==> config.mk <==
export PLATFORM = sky130hd
export DESIGN_NAME = bapf_queue
export DESIGN_NICKNAME = d
export VERILOG_FILES = /design/src/sv/bapf_pkg.sv /design/src/sv/bapf_queue.sv
export SDC_FILE = /design/constraint.sdc
export NUM_CORES = 1
export LEC_CHECK = 0
export ABC_AREA = 1
export BUFFER_PORTS_ARGS = -buffer_cell sky130_fd_sc_hd__buf_2
export CAP_MARGIN = 20
export CORE_ASPECT_RATIO = 0.7
export CORE_MARGIN = 2
export CORE_UTILIZATION = 35
export CTS_CLUSTER_SIZE = 12
export DETAILED_ROUTE_END_ITERATION = 16
export GPL_TIMING_DRIVEN = 0
export PLACE_DENSITY_LB_ADDON = 0.12
export SLEW_MARGIN = 15
export SYNTH_ARGS = -nofsm -noshare
export SYNTH_HDL_FRONTEND = slang
export SYNTH_SLANG_ARGS = --single-unit
==> constraint.sdc <==
create_clock -name clk -period 2.36 [get_ports clk]
set_input_delay 0.236 -clock clk [delete_from_list [all_inputs] [get_ports clk]]
set_output_delay 0.236 -clock clk [all_outputs]
set_load 0.005 [all_outputs]
==> src/sv/bapf_pkg.sv <==
// Package for the box adjacency pair finder: shared types, defaults and register indexes.
// No dependencies; every other file of the block refers to it by scoped names.
package bapf_pkg;

	// Defaults for the top-level parameters
	localparam int MAX_BOXES_DEF   = 64;
	localparam int MAX_DIMS_DEF    = 8;
	localparam int COORD_WIDTH_DEF = 32;

	// Fixed field widths of the ports
	localparam int DIM_IDX_W = 3;
	localparam int BOX_IDX_W = 6;
	localparam int TOL_W     = 31;
	localparam int NDIMS_W   = 4;
	localparam int CFG_IDX_W = 1;
	localparam int CFG_DATA_W = 31;

	// Depth of the queue between front and back
	localparam int QUEUE_DEPTH = 4;

	// Configuration register indexes
	localparam logic [CFG_IDX_W-1:0] CFG_TOLERANCE = 1'd0;
	localparam logic [CFG_IDX_W-1:0] CFG_DIMS      = 1'd1;

	// Reset values of the configuration registers
	localparam logic [TOL_W-1:0]   TOLERANCE_RST = '0;
	localparam logic [NDIMS_W-1:0] DIMS_RST      = 4'd7;

	// Control part of a queued item, classified by the front
	typedef struct packed {
		logic                 new_set;
		logic                 dim_ok;
		logic [DIM_IDX_W-1:0] dim_index;
		logic                 box_complete;
	} ctl_t;

	// Walk token carried down the compare pipeline
	typedef struct packed {
		logic                 valid;
		logic                 is_end;
		logic                 full;
		logic                 first;
		logic                 last;
		logic [BOX_IDX_W-1:0] j;
		logic [BOX_IDX_W-1:0] cur;
	} tok_t;

	// One result item
	typedef struct packed {
		logic                 pair_valid;
		logic [BOX_IDX_W-1:0] earlier_box;
		logic [BOX_IDX_W-1:0] new_box;
		logic                 last_of_run;
		logic                 store_full;
	} res_t;

	typedef enum logic [1:0] {
		BK_IDLE,
		BK_WALK,
		BK_END
	} back_state_t;

endpackage

==> src/sv/bapf_queue.sv <==
// Short queue between the front and the back of the pair finder.
// Depends on bapf_pkg for nothing but the default depth; generic data word.
module bapf_queue #(
	parameter int DATA_W = 8,
	parameter int DEPTH  = bapf_pkg::QUEUE_DEPTH
) (
	input  logic              clk,
	input  logic              arst_n,
	input  logic              push,
	input  logic [DATA_W-1:0] push_data,
	output logic              full,
	output logic              valid,
	input  logic              pop,
	output logic [DATA_W-1:0] pop_data
);

	localparam int PTR_W = (DEPTH > 1) ? $clog2(DEPTH) : 1;
	localparam int CNT_W = $clog2(DEPTH + 1);

	logic [DATA_W-1:0] slot_q [DEPTH];
	logic [PTR_W-1:0]  wr_ptr_q;
	logic [PTR_W-1:0]  rd_ptr_q;
	logic [CNT_W-1:0]  count_q;
	logic              do_push;
	logic              do_pop;

	assign full     = count_q == CNT_W'(DEPTH);
	assign valid    = count_q != '0;
	assign do_push  = push && !full;
	assign do_pop   = pop && valid;
	assign pop_data = slot_q[rd_ptr_q];

	always_ff @(posedge clk or negedge arst_n) begin
		if (!arst_n) begin
			wr_ptr_q <= '0;
			rd_ptr_q <= '0;
			count_q  <= '0;
		end else begin
			if (do_push) begin
				wr_ptr_q <= (wr_ptr_q == PTR_W'(DEPTH - 1)) ? '0 : wr_ptr_q + PTR_W'(1);
			end
			if (do_pop) begin
				rd_ptr_q <= (rd_ptr_q == PTR_W'(DEPTH - 1)) ? '0 : rd_ptr_q + PTR_W'(1);
			end
			unique case ({do_push, do_pop})
				2'b10:   count_q <= count_q + CNT_W'(1);
				2'b01:   count_q <= count_q - CNT_W'(1);
				default: count_q <= count_q;
			endcase
		end
	end

	always_ff @(posedge clk) begin
		if (do_push) begin
			slot_q[wr_ptr_q] <= push_data;
		end
	end

endmodule

==> Word-level counts from Yosys, hierarchy flattened <==
Memories as Yosys holds them, arrays and structs flattened.
Index checks and enable logic that the tools add are counted.
{ "totals": {"ram_bits": 32, "out_inout_bits": 10, "register_bits": 7, "mem_count": 1, "input_bits": 12, "word_cells": 23} }
{ "op_classes": {"n_mux": 5, "reduce_logical": 5, "addsub": 4, "eq_ne": 5} }
{ "mem_list": {"columns": ["name", "depth", "word_bits", "read_ports", "rd_ports_with_merged_regs", "write_ports", "line", "rtl"], "rows": [
  ["slot_q", 4, 8, 1, 0, 1, "bapf_queue.sv:20", "logic [DATA_W-1:0] slot_q [DEPTH];"]
]} }
{ "ops": {"columns": ["operator", "n"], "rows": [
  ["== test 2 bit, second input constant", 3],
  ["one-hot mux 3 bit (2 select lines)", 1],
  ["adder 2 x 1 -> 2 bit, second input constant", 2],
  ["2-to-1 mux 2 bit", 2],
  ["adder 3 x 1 -> 3 bit, second input constant", 1],
  ["== test 3 bit, second input constant", 1],
  ["nonzero test 3 bit", 1],
  ["subtractor 3 x 1 -> 3 bit, second input constant", 1],
  ["== test 2 x 1 -> 1 bit, second input constant", 1],
  ["logical AND 1 bit", 2],
  ["2-to-1 mux 1 bit", 2],
  ["nonzero test 2 bit", 1],
  ["logical NOT 1 bit", 1]
]} }

==> Logic depth before layout (Yosys ltp) <==
{ "logic_depth": {"depth_word": 5, "mapped_depth": 12, "depth_no_buf": 12} }

==> Worst setup path after synthesis <==
Ideal clock, no wire load.
{ "synth_timing": {"kind": "reg-to-reg", "from": "register count_q[1]", "to": "register count_q[2]", "required_time_ns": 2.243, "setup_time_ns": 0.117, "stages_incl_launch_ff": 11, "arrival_ns": 1.528, "slack_ns": 0.715, "synth_period_minus_slack_ns": 1.645, "n_path_buf": 0, "cell_sequence": "dfrtp_1 inv_1 nand3_4 nand2_4 ha_1 inv_1 fa_1 nand2_1 nand3_1 nand2_1 nand2_1"} }
{ "synth_between": {"elab_chain_len": 5, "word_cells_on_any_way": 11, "classes_between": "add/sub: 2; eq/ne: 3; mux: 1; reduce/logical: 5"} }
{ "synth_rtl": {"columns": ["element", "line", "rtl"], "rows": [
  ["start: declaration", "bapf_queue.sv:23", "logic [CNT_W-1:0] count_q;"],
  ["start signal: assignment", "bapf_queue.sv:46", "2'b10: count_q <= count_q + CNT_W'(1);"],
  ["start signal: assignment", "bapf_queue.sv:47", "2'b01: count_q <= count_q - CNT_W'(1);"],
  ["start signal: assignment", "bapf_queue.sv:48", "default: count_q <= count_q;"],
  ["== test 3 bit", "bapf_queue.sv:27", "assign full = count_q == CNT_W'(DEPTH);"],
  ["logical NOT 1 bit", "bapf_queue.sv:29", "assign do_push = push && !full;"],
  ["logical AND 1 bit", "bapf_queue.sv:29", null],
  ["== test 2 x 1 -> 1 bit or == test 2 bit (tied branches)", "bapf_queue.sv:45", "unique case ({do_push, do_pop})"],
  ["one-hot mux 3 bit (2 select lines) or nonzero test 2 bit (tied branches)", null, null]
]} }
Several ways; a longest one is shown, not always the timed one.
A chain may end at the register's enable or synchronous reset.

==> Final worst setup path <==
{ "layout_timing": {"from": "register wr_ptr_q[0]", "to": "memory slot_q[0][5], enable pin"} }
{ "layout_rtl": {"columns": ["element", "line", "rtl"], "rows": [
  ["start: declaration", "bapf_queue.sv:21", "logic [PTR_W-1:0] wr_ptr_q;"],
  ["start signal: assignment", "bapf_queue.sv:40", "wr_ptr_q <= (wr_ptr_q == PTR_W'(DEPTH - 1)) ? '0 : wr_ptr_q + PTR_W'(1);"],
  ["end: declaration", "bapf_queue.sv:20", null]
]} }
Straight into the memory's write port.

==> out/metrics.csv <==
metric,value,unit
p_total,2.525,mW
dp_hpwl,2344,um
io_pins,22,
drive_gt1_share,21.86,%
setup_tns,0,ns
period_minus_slack,1.787,ns
rrSetupSlack,0.57,ns
overflow,0,
critical_path.max_stage_delay,0.70,ns
grt_pass1_wl,5444,um
final_cell_area,2095,um^2
placed_area,1972,um^2
layout_common_cells,"nand2_1 (37), edfxtp_1 (32), inv_1 (30)",
hold_path.class,in2reg,
critPathCaptureType,flip-flop,
cp.depth,4,
worst_setup_path_start_kind,flip-flop,
synth_top_area_share,53.97,%
outcome,"complete, no violations",
die_area,5683,um^2
vias,1130,
cp.arrival,1.70,ns
max_slew_margin,38.85,%
cts_sinks,39,
maxCapViolCount,0,
gp_congestion,0.7919,
synth_top_area_cell,edfxtp_1,
portBuffers,21,
synth_top_cells_by_area,"edfxtp_1 (54%), dfrtp_1 (9.8%), nand2_1 (7.8%)",
setup-violations-final,0,
p_per_area,1205,nW/um^2
tritoncts,built,
postRouteAntennaNets,0,
clkTransAtPathRegs,0.08,ns
dp.cells,243,
ir_drop,0.0003634,V
clockBufferDepth,2,
finalNonFillerCells,252,
yosys_register_bits,39,
grt_max_degree,14,
rsz0062_at_grt,false,
reg2reg_from,wr_ptr_q[0]$_DFFE_PN0P_,
grt_pass1_vias,1130,
avgSynthCellArea,11.64,um^2
drt-initial-drc-count,46,
routed_wirelength,3306,um
final_net_count,201,
preCtsSetupSlack,0.5469,ns
period_share,75.71,%
skew,0.007210,ns
cts_buffers,5,
path_buf_inv,2,
critical_path_class,reg2reg,
leakage,0.9177,nW
via_per_inst,4.484,
crit_top_cell,inv_1,
yosys_warnings,0,
gr-usage-all-layers,13.29,%
post_drt_wl_per_cell,13.12,um
r2r_cells,4,
drtPass1Iterations,4,
crit_path_end,slot_q[0][5]$_DFFE_PP_,
antenna_found_initial,0,
synth.distinct_cells,19,
setup_slack,0.5732,ns
fmax,559.7,MHz
num_antenna_cells,0,
clock_latency,0.28,ns
area_delta_synth_final,17.64,%
postCtsSetupBuffers,0,
path_cells,inv_1 > ha_1 > inv_1 > nor2_1,
drc_errors,0,
slew_violations,0,
crit_slowest_cell,nor2_1,
syn_area,1780,um^2
synthCells,153,
hold_violations,0,
worstMarginPinSlew,0.9139,ns
crit_fanout,8,
rows,21,
die_w,89.25,um
die_h,63.68,um
htreeDepth,2,
core-area,4835,um^2
final_common_cell,nand2_1,
seq_area_frac_synth,63.81,%
syn-num-nets,172,
worstPathRequired,2.27,ns
r2r-end,slot_q[0][5]$_DFFE_PP_,
start_util,36.83,%
crit_start,wr_ptr_q[0]$_DFFE_PN0P_,
cts-root-buf,clkbuf_8,
critPathTopFamily,simple AND/OR/NAND/NOR gates,
==> power by group <==
group	internal (mW)	switching [mW]	leakage, nW
Combinational	0.398	0.583	0.481
Clock	0.314	0.225	0.0581
Sequential	0.927	0.0775	0.378
Total	1.64	0.886	0.918
==> stage by stage <==
stage	hold WS (ns)	util (%)
floorplan	-0.05959	-
global placement	0.07716	40.79
detailed placement	0.08481	40.79
CTS	0.1467	43.32
global route	0.1519	43.32
finish	0.1588	43.32
==> worst min-delay path by stage <==
stage,from,to,slack [ns],cells after the start
4_1_cts,push_data[6],slot_q[0][6]$_DFFE_PP_,0.15,1
6_report,push_data[6],slot_q[3][6]$_DFFE_PP_,0.16,1
2_1_floorplan,arst_n,count_q[0]$_DFFE_PN0P_,-0.06,0
3_5_place_dp,arst_n,wr_ptr_q[0]$_DFFE_PN0P_,0.08,1
5_1_grt,push_data[1],slot_q[1][1]$_DFFE_PP_,0.15,1
3_3_place_gp,arst_n,wr_ptr_q[0]$_DFFE_PN0P_,0.08,1
==> per-layer routing <==
| metal | routed length, um | global-route usage, % | vias up |
|---|---|---|---|
| met1 | 1489 | 17.88 | 537 |
| li1 | - | - | 567 |
| met3 | 179 | 4.194 | 2 |
| met5 | 0 | 0 | - |
| met4 | 13 | 3.918 | 0 |
| met2 | 1623 | 20.56 | 24 |
==> area by class of cell <==
type                            count  area, um^2
Buffer                              5       56.30
Tap cell                           69       86.33
Fill cell                         480        2740
Inverter                           31       116.4
Clock inverter                      3       43.79
Clock buffer                        5       68.82
Timing Repair Buffer               22       115.1
Sequential cell                    39        1136
Multi-Input combinational cell     78       471.7
==> logic make-up (layout without fill, tap and decap cells) <==
kind of cell             Yosys count  after routing  share of synthesized area (%)
flip-flops                        39             39                          63.81
AO/OA/AOI/OAI                     17             17                          7.308
adder cells (fa/ha/maj)            7              7                          5.341
buffers and inverters             36             66                          9.698
AND/OR/NAND/NOR                   53             53                          13.35
XOR/XNOR                           1              1                         0.4920
==> registers in the layout, summed over array words and instances, names as in the netlist <==
name / count
wr_ptr_q: 2
count_q: 3
rd_ptr_q: 2
slot_q: 32
==> what timing repair did <==
item | in CTS | in global routing
resized for setup | 0 | 0
endpoints found under the hold margin | 7 | 0
hold buffers | 1 | 0
==> cell usage after synthesis <==
master     n
buf_6      5
dfrtp_1    7
edfxtp_1  32
fa_1       1
ha_1       6
inv_1     30
inv_2      1
nand2_1   37
nand2_2    1
nand2_4    1
nand3_1    5
nand3_2    1
nand3_4    1
nand4_1    1
nor2_1     6
o211ai_1  15
o211ai_2   1
o21ai_0    1
xnor2_1    1
Power figures use the tool's default switching activity.
