File: src/sv/bapf_pkg.sv
// Package for the box adjacency pair finder: shared types, defaults and register indexes.
// No dependencies; every other file of the block refers to it by scoped names.
package bapf_pkg;

	// Defaults for the top-level parameters
	localparam int MAX_BOXES_DEF   = 64;
	localparam int MAX_DIMS_DEF    = 8;
	localparam int COORD_WIDTH_DEF = 32;

	// Fixed field widths of the ports
	localparam int DIM_IDX_W = 3;
	localparam int BOX_IDX_W = 6;
	localparam int TOL_W     = 31;
	localparam int NDIMS_W   = 4;
	localparam int CFG_IDX_W = 1;
	localparam int CFG_DATA_W = 31;

	// Depth of the queue between front and back
	localparam int QUEUE_DEPTH = 4;

	// Configuration register indexes
	localparam logic [CFG_IDX_W-1:0] CFG_TOLERANCE = 1'd0;
	localparam logic [CFG_IDX_W-1:0] CFG_DIMS      = 1'd1;

	// Reset values of the configuration registers
	localparam logic [TOL_W-1:0]   TOLERANCE_RST = '0;
	localparam logic [NDIMS_W-1:0] DIMS_RST      = 4'd7;

	// Control part of a queued item, classified by the front
	typedef struct packed {
		logic                 new_set;
		logic                 dim_ok;
		logic [DIM_IDX_W-1:0] dim_index;
		logic                 box_complete;
	} ctl_t;

	// Walk token carried down the compare pipeline
	typedef struct packed {
		logic                 valid;
		logic                 is_end;
		logic                 full;
		logic                 first;
		logic                 last;
		logic [BOX_IDX_W-1:0] j;
		logic [BOX_IDX_W-1:0] cur;
	} tok_t;

	// One result item
	typedef struct packed {
		logic                 pair_valid;
		logic [BOX_IDX_W-1:0] earlier_box;
		logic [BOX_IDX_W-1:0] new_box;
		logic                 last_of_run;
		logic                 store_full;
	} res_t;

	typedef enum logic [1:0] {
		BK_IDLE,
		BK_WALK,
		BK_END
	} back_state_t;

endpackage

File: src/sv/bapf_front.sv
// Front of the pair finder: input register that takes items and classifies them.
// Depends on bapf_pkg; feeds bapf_queue.
module bapf_front #(
	parameter int MAX_DIMS    = bapf_pkg::MAX_DIMS_DEF,
	parameter int COORD_WIDTH = bapf_pkg::COORD_WIDTH_DEF
) (
	input  logic                               clk,
	input  logic                               arst_n,
	input  logic                               in_valid,
	output logic                               in_stall,
	input  logic                               new_set,
	input  logic [bapf_pkg::DIM_IDX_W-1:0]     dim_index,
	input  logic signed [COORD_WIDTH-1:0]      lower_bound,
	input  logic signed [COORD_WIDTH-1:0]      upper_bound,
	input  logic                               box_complete,
	input  logic                               q_full,
	output logic                               q_push,
	output bapf_pkg::ctl_t                     q_ctl,
	output logic [COORD_WIDTH-1:0]             q_lower,
	output logic [COORD_WIDTH-1:0]             q_upper
);

	logic           entry_valid_q;
	bapf_pkg::ctl_t ctl_q;
	logic [COORD_WIDTH-1:0] lower_q;
	logic [COORD_WIDTH-1:0] upper_q;
	logic           accept;
	logic           dim_ok;

	assign in_stall = entry_valid_q && q_full;
	assign accept   = in_valid && !in_stall;
	assign q_push   = entry_valid_q && !q_full;
	assign dim_ok   = 32'(dim_index) < 32'(MAX_DIMS);

	assign q_ctl   = ctl_q;
	assign q_lower = lower_q;
	assign q_upper = upper_q;

	always_ff @(posedge clk or negedge arst_n) begin
		if (!arst_n) begin
			entry_valid_q <= 1'b0;
		end else if (accept) begin
			entry_valid_q <= 1'b1;
		end else if (q_push) begin
			entry_valid_q <= 1'b0;
		end
	end

	always_ff @(posedge clk) begin
		if (accept) begin
			ctl_q.new_set      <= new_set;
			ctl_q.dim_ok       <= dim_ok;
			ctl_q.dim_index    <= dim_index;
			ctl_q.box_complete <= box_complete;
			lower_q            <= lower_bound;
			upper_q            <= upper_bound;
		end
	end

endmodule

File: config.mk
export PLATFORM = sky130hd
export DESIGN_NAME = bapf_front
export DESIGN_NICKNAME = d
export VERILOG_FILES = /design/src/sv/bapf_pkg.sv /design/src/sv/bapf_front.sv
export SDC_FILE = /design/constraint.sdc
export NUM_CORES = 1
export LEC_CHECK = 0
export BUFFER_PORTS_ARGS = -buffer_cell sky130_fd_sc_hd__buf_2
export CORE_AREA = 10 10 99 83
export CTS_BUF_LIST = sky130_fd_sc_hd__clkbuf_16
export DETAILED_ROUTE_END_ITERATION = 16
export DIE_AREA = 0 0 109 93
export PLACE_DENSITY = 0.68
export SYNTH_ARGS = -nofsm -noshare
export SYNTH_HDL_FRONTEND = slang
export SYNTH_SLANG_ARGS = --single-unit
File: constraint.sdc
create_clock -name clk -period 8.3 [get_ports clk]
set_input_delay 0.415 -clock clk [delete_from_list [all_inputs] [get_ports clk]]
set_output_delay 0.415 -clock clk [all_outputs]
set_load 0.05 [all_outputs]
Yosys cells after proc, flatten, opt, wreduce, memory -nomap -nowiden. Cells that the tools add are included. Widths: inputs -> output; s select.

Input port bits: 73. Output and inout port bits: 72. Logic and storage cells: 14. Bits in registers: 70.

Muxes and demuxes: 2. Reductions and logical operators: 6.

Operators with widths (number): $logic_and 1x1->1 (3); $logic_not 1->1 (2); $mux 1 (2); $reduce_bool 2->1 (1).

Logic depth before layout (Yosys ltp). Gate-level depths: netlist of the first run.

Depth in word-level cells: 4. Mapped depth: 1. Gate-level depth less buffers: 1.

Worst setup path before layout of the first run. Ideal clock, no wire load.

Path kind: input port to flip-flop. Start point: in in_valid. End point: reg ctl_q (netlist bit q_ctl[0]), enable pin. Arrival time: 5.444 ns. Data required time: 7.698 ns. Stages: 1. Library setup time: 0.602 ns. Setup slack: 2.254 ns. Path buffers: 0. Cell sequence: a21boi_0.

Cells in the longest elaborated chain, start to end: 1.

RTL lines: start, declared (RTL line bapf_front.sv:9) `input logic in_valid,`; $logic_and 1x1->1 (RTL line bapf_front.sv:31) `assign accept = in_valid && !in_stall;`; end, declared (RTL line bapf_front.sv:24) `bapf_pkg::ctl_t ctl_q;`.

Every way passes these cells. A chain may end at the register's enable or synchronous reset.

Final worst setup path of the first run.
Start point: reg entry_valid_q. End point: reg lower_q[26], in the netlist q_lower[26], enable pin.

Cells in the longest elaborated chain, start to end: 3.

RTL lines: start, declared (RTL line bapf_front.sv:23) `logic entry_valid_q;`; start signal, assigned (RTL line bapf_front.sv:41) `entry_valid_q <= 1'b0;`; start signal, assigned (RTL line bapf_front.sv:43) `entry_valid_q <= 1'b1;`; start signal, assigned (RTL line bapf_front.sv:45) `entry_valid_q <= 1'b0;`; $logic_and 1x1->1 (RTL line bapf_front.sv:30) `assign in_stall = entry_valid_q && q_full;`; $logic_not 1->1 (RTL line bapf_front.sv:31); $logic_and 1x1->1 (RTL line bapf_front.sv:31); net accept (RTL line bapf_front.sv:27) `logic accept;`; end signal, assigned (RTL line bapf_front.sv:55) `lower_q <= lower_bound;`; end, declared (RTL line bapf_front.sv:25) `logic [COORD_WIDTH-1:0] lower_q;`.

The timed path passes the listed nets, and every way through them passes these cells.

==> impl_metrics.json, run 1 <==
{
  "coreArea_um2": 6280,
  "initial_utilization": 0.341,
  "drive_above_1_share": 0.681,
  "ir_drop_uv": 133,
  "relSlewSlack": 0.294,
  "diodes": 0,
  "io_pins": 145,
  "slew_viol_final": 0,
  "dp_hpwl_mm": 4.65,
  "layout_common_cells": "buf_2 (143), edfxtp_1 (69), clkbuf_16 (9)",
  "place_congestion": 0.709,
  "ys.warnings.count": 0,
  "vias": 1300,
  "numCtsBuffers": 9,
  "status": "complete, no violations",
  "hold_viol": 0,
  "antenna_found_initial": 0,
  "ys_types": 8,
  "crit_start": "entry_valid_q",
  "synth_seq_cells": 70,
  "avgSynthCellArea_um2": 28.2,
  "min-delay-start": "lower_bound[0]",
  "yosysSeqAreaShare": 0.980,
  "core.rowCount": 26,
  "maxCapViolations": 0,
  "final_net_count": 304,
  "root_buffer": "clkbuf_16",
  "dieArea_um2": 10100,
  "cts_resized": 0,
  "synthCells": 76,
  "nFillCells": 550,
  "grt_max_degree": 37,
  "fin_util": 0.524,
  "finalWirelength_mm": 5.74,
  "setup_viol": 0,
  "die_w_um": 109,
  "period_minus_slack_ns": 2.20,
  "drcViolationCount": 0,
  "area_growth_pct": 53.5,
  "worst_slew_pin_slew_ns": 1.06,
  "vias_per_cell": 4.08,
  "leakage_nw": 1.41,
  "cts_buffer_depth": 2,
  "grt_pass1_vias": 1520,
  "critical_path_required_ns": 8.27,
  "rsz0062_at_grt": "no",
  "htreeDepth": 3,
  "firstDrtPassIters": 4,
  "endpoint_kind": "flip-flop",
  "period_share": 0.265,
  "syn_area_um2": 2140,
  "layout_commonest_cell": "buf_2",
  "powerDensity_nw_per_um2": 278,
  "regToRegSetupSlack_ns": 6.10,
  "path_max_fanout": 36,
  "clk_pin_slew_worst_paths_ns": 0.05,
  "track_usage": 0.116,
  "tritoncts": "built",
  "synthesis.nets": 149,
  "wire_per_inst_um": 18.0,
  "critPathKind": "flip-flop to flip-flop",
  "cp.arrival_ns": 2.17,
  "first_iter_violations": 31,
  "fin_skew_ns": 0.00593,
  "overflow": 0,
  "fmax_mhz": 455,
  "port_buffers": 143,
  "antenna_left": 0,
  "r2r_start": "entry_valid_q",
  "finalSetupTns_ns": 0,
  "grt_pass1_wl_mm": 8.55,
  "numClockSinks": 70,
  "clock_latency_ns": 0.32,
  "fp.dieH_um": 93,
  "cp-start-kind": "flip-flop",
  "hold_path_class": "input pin to flip-flop"
}
## kinds of logic (layout without fill, tap and decap cells)
kind of cell           Yosys count  after routing  share of synthesized area
AO/OA/AOI/OAI                    2              2                    0.00760
other                            1              1                    0.00175
flip-flops                      70             70                      0.980
buffers and inverters            1            160                    0.00351
AND/OR/NAND/NOR                  2              2                    0.00760
## per-stage QoR
stage	cells	setup WS (ns)	cell area, um^2	hold WS [ns]	power (mW)
3_5_place_dp	303	5.95	2970	0.193	0.540
4_1_cts	319	6.06	3290	0.253	0.928
6_report	319	6.10	3290	0.264	0.915
3_3_place_gp	303	6.00	2970	0.192	0.538
2_1_floorplan	76	2.25	2140	0.119	0.504
5_1_grt	319	5.93	3290	0.245	0.953
## metal layers
| metal | vias up | wire length, um | global-route usage |
|---|---|---|---|
| li1 | 613 | - | - |
| met1 | 579 | 1890 | 0.112 |
| met2 | 98 | 2600 | 0.167 |
| met3 | 10 | 1130 | 0.108 |
| met4 | 0 | 116 | 0.0515 |
| met5 | - | 0 | 0 |
## registers in the layout, indices dropped and copies added, names as in the netlist
| name | count |
|---|---|
| entry_valid_q | 1 |
| q_ctl | 5 |
| q_lower | 32 |
| q_upper | 32 |
## worst max-delay path: stages (launching register included)
cell      delay (ns)
dfrtp_1         0.42
a21boi_4        0.84
buf_4           0.54
## layout make-up
class                      count  area (um^2)  area share
sequential                    70         2100       0.638
timing repair buffer         145          733       0.223
tap                           84          105      0.0320
multi-input combinational      5         47.5      0.0145
clock buffer                   9          225      0.0685
clock inverter                 6         78.8      0.0240
## power breakdown
group	switching (mW)	internal, mW	leakage [nW]
Combinational	0.0886	0.0258	0.597
Sequential	0.00432	0.413	0.668
Clock	0.126	0.258	0.148
## cell usage after synthesis
library cell | number | share of area
edfxtp_1 | 69 | 0.97
a21boi_0 | 1 | 0.0035
a21o_2 | 1 | 0.0041
and2_2 | 1 | 0.0035
and2b_2 | 1 | 0.0041
buf_4 | 1 | 0.0035
conb_1 | 1 | 0.0018
dfrtp_1 | 1 | 0.012
## final timing paths
path / end / cells after the start
max in group asynchronous: entry_valid_q / 2
min in group asynchronous: entry_valid_q / 2
min reg2reg: entry_valid_q / 1
max reg2reg: q_lower[26] / 2
max: q_lower[26] / 2
min: q_lower[0] / 1
## what timing repair did
action                                 in CTS  in global routing
buffers inserted                            0                  0
endpoints found under the hold margin       1                  0
hold buffers                                1                  0
Power figures use the tool's default switching activity.
==> inputs of run 2 (changes only) <==
--- a/config.mk
+++ b/config.mk
@@ -10,7 +10,7 @@
 export CTS_BUF_LIST = sky130_fd_sc_hd__clkbuf_16
 export DETAILED_ROUTE_END_ITERATION = 16
 export DIE_AREA = 0 0 109 93
-export PLACE_DENSITY = 0.68
+export PLACE_DENSITY = 0.71
 export SYNTH_ARGS = -nofsm -noshare
 export SYNTH_HDL_FRONTEND = slang
 export SYNTH_SLANG_ARGS = --single-unit
==> constraint.sdc (replaced) <==
create_clock -name clk -period 2 [get_ports clk]
set_input_delay 0.1 -clock clk [delete_from_list [all_inputs] [get_ports clk]]
set_output_delay 0.1 -clock clk [all_outputs]
set_load 0.05 [all_outputs]
==> run 2 against run 1 <==
Effect of this change: sequential cell count is the same; setup slack got worse by 5.5 ns; cell count increased by 23%; register-to-register slack got worse by 5.5 ns; first-iteration DRC count rose by 16%; power rose to 4.2 times the previous value; combinational power grew to 5.1 times the previous value; critical path type is now input pin to flip-flop; highest routed layer unchanged.
==> impl_metrics.json, run 2 (synthesis gave the netlist of run 1 again) <==
{
  "status": "complete, no violations",
  "die_w_um": 109,
  "slowest_stage": "dlygate4sd3_1",
  "area_growth_pct": 86.0,
  "cp-start-kind": "input pin",
  "finalWirelength_mm": 6.29,
  "layout_common_cells": "buf_2 (143), dlygate4sd3_1 (71), edfxtp_1 (69)",
  "critPathKind": "input pin to flip-flop",
  "clock_latency_ns": 0.32,
  "htreeDepth": 3,
  "antenna_left": 0,
  "cp.arrival_ns": 1.35,
  "place_congestion": 0.742,
  "hold_path_class": "input pin to async pin",
  "final-instance-count-excl-fill": 391,
  "diodes": 0,
  "dp_hpwl_mm": 4.38,
  "grt_max_degree": 39,
  "ir_drop_uv": 595,
  "vias_per_cell": 4.01,
  "critical_path_required_ns": 1.96,
  "fmax_mhz": 721,
  "path_max_fanout": 38,
  "fin_area_um2": 3980,
  "antenna_found_initial": 0,
  "grt_pass1_wl_mm": 9.84,
  "dpl_cell_area_um2": 2980,
  "io_pins": 145,
  "track_usage": 0.126,
  "drcViolationCount": 0,
  "final_net_count": 375,
  "fp.dieH_um": 93,
  "clk_pin_slew_worst_paths_ns": 0.05,
  "numClockSinks": 70,
  "leakage_nw": 1.70,
  "rsz0062_at_grt": "no",
  "slew_viol_final": 0,
  "cts_resized": 0,
  "critical_path.cell_chain": "dlygate4sd3_1 -> buf_2 -> a21boi_4 -> buf_4",
  "seq_power_share": 0.454,
  "root_buffer": "clkbuf_16",
  "coreArea_um2": 6280,
  "first_iter_violations": 36,
  "tritoncts": "built",
  "core.rowCount": 26,
  "dieArea_um2": 10100,
  "wire_per_inst_um": 16.1,
  "vias": 1566,
  "fin_skew_ns": 0.00356,
  "cts_buffer_depth": 2,
  "timing.hold.ws_ns": 0.0758,
  "hold_viol": 0,
  "pwr-share-comb": 0.153,
  "period_minus_slack_ns": 1.39,
  "endpoint_kind": "flip-flop",
  "internal-power_mw": 2.86,
  "clockPowerShare": 0.393,
  "swShare": 0.249,
  "port_buffers": 143,
  "layout_commonest_cell": "buf_2",
  "nFillCells": 454,
  "slowest_delay_ns": 0.53,
  "drive_above_1_share": 0.528,
  "powerDensity_nw_per_um2": 958,
  "overflow": 0,
  "setup_viol": 0,
  "grt_pass1_vias": 1828,
  "firstDrtPassIters": 4,
  "switching_power_mw": 0.951,
  "period_share": 0.694,
  "maxCapViolations": 0,
  "initial_utilization": 0.341,
  "dpl.cell_count": 304,
  "numCtsBuffers": 9
}
run 2: power by group through the flow:
stage	Clock (mW)	Combinational, mW	Sequential (mW)
CTS	1.54	0.587	1.73
finish	1.50	0.585	1.73
detailed placement	0	0.479	1.76
floorplan	0	0.0476	2.03
global route	1.62	0.617	1.74
global placement	0	0.473	1.76
run 2: path summary, 6_finish.rpt:
| path | slack, ns | to | start | cells past startpoint |
|---|---|---|---|---|
| max reg2reg | 0.62 | q_lower[11] | entry_valid_q | 2 |
| max | 0.61 | q_lower[11] | in_valid | 4 |
| max in group asynchronous | 1.84 | entry_valid_q | arst_n | 2 |
| min reg2reg | 0.59 | entry_valid_q | entry_valid_q | 1 |
| min | 0.08 | entry_valid_q | arst_n | 2 |
| min in group clk | 0.08 | entry_valid_q | q_full | 2 |
run 2: layout make-up:
class,instances,area [um^2],area share
Clock buffer,9,225,0.0566
Clock inverter,7,65.1,0.0163
Multi-Input combinational cell,5,47.5,0.0119
Sequential cell,70,2100,0.527
Tap cell,84,105,0.0264
Timing Repair Buffer,216,1440,0.362
run 2: metrics by stage:
stage           util  total power [mW]  setup TNS (ns)  setup WS (ns)
2_1_floorplan      -              2.08           -1.18        -0.0170
3_3_place_gp   0.475              2.23               0          0.627
3_5_place_dp   0.475              2.24               0          0.605
4_1_cts        0.634              3.85               0          0.598
5_1_grt        0.634              3.97               0          0.534
6_report       0.634              3.81               0          0.613
run 2: what timing repair did:
item	CTS	global route
hold endpoints to repair	71	0
setup buffers	0	0
hold buffers	71	0
run 2: critical path, delay by kind of cell:
family,cells,cell delay (ns)
buffers and inverters,3,1.07
AOI/OAI and AO/OA,1,0.17
run 2: routing by layer:
| layer | up-vias | wire, um | share of wire | GRT usage |
|---|---|---|---|---|
| met2 | 98 | 2920 | 0.46 | 0.196 |
| met4 | 0 | 43 | 0.0068 | 0.0362 |
| met5 | - | 0 | 0 | 0 |
| li1 | 751 | - | - | - |
| met1 | 711 | 2300 | 0.37 | 0.135 |
| met3 | 6 | 1030 | 0.16 | 0.0898 |
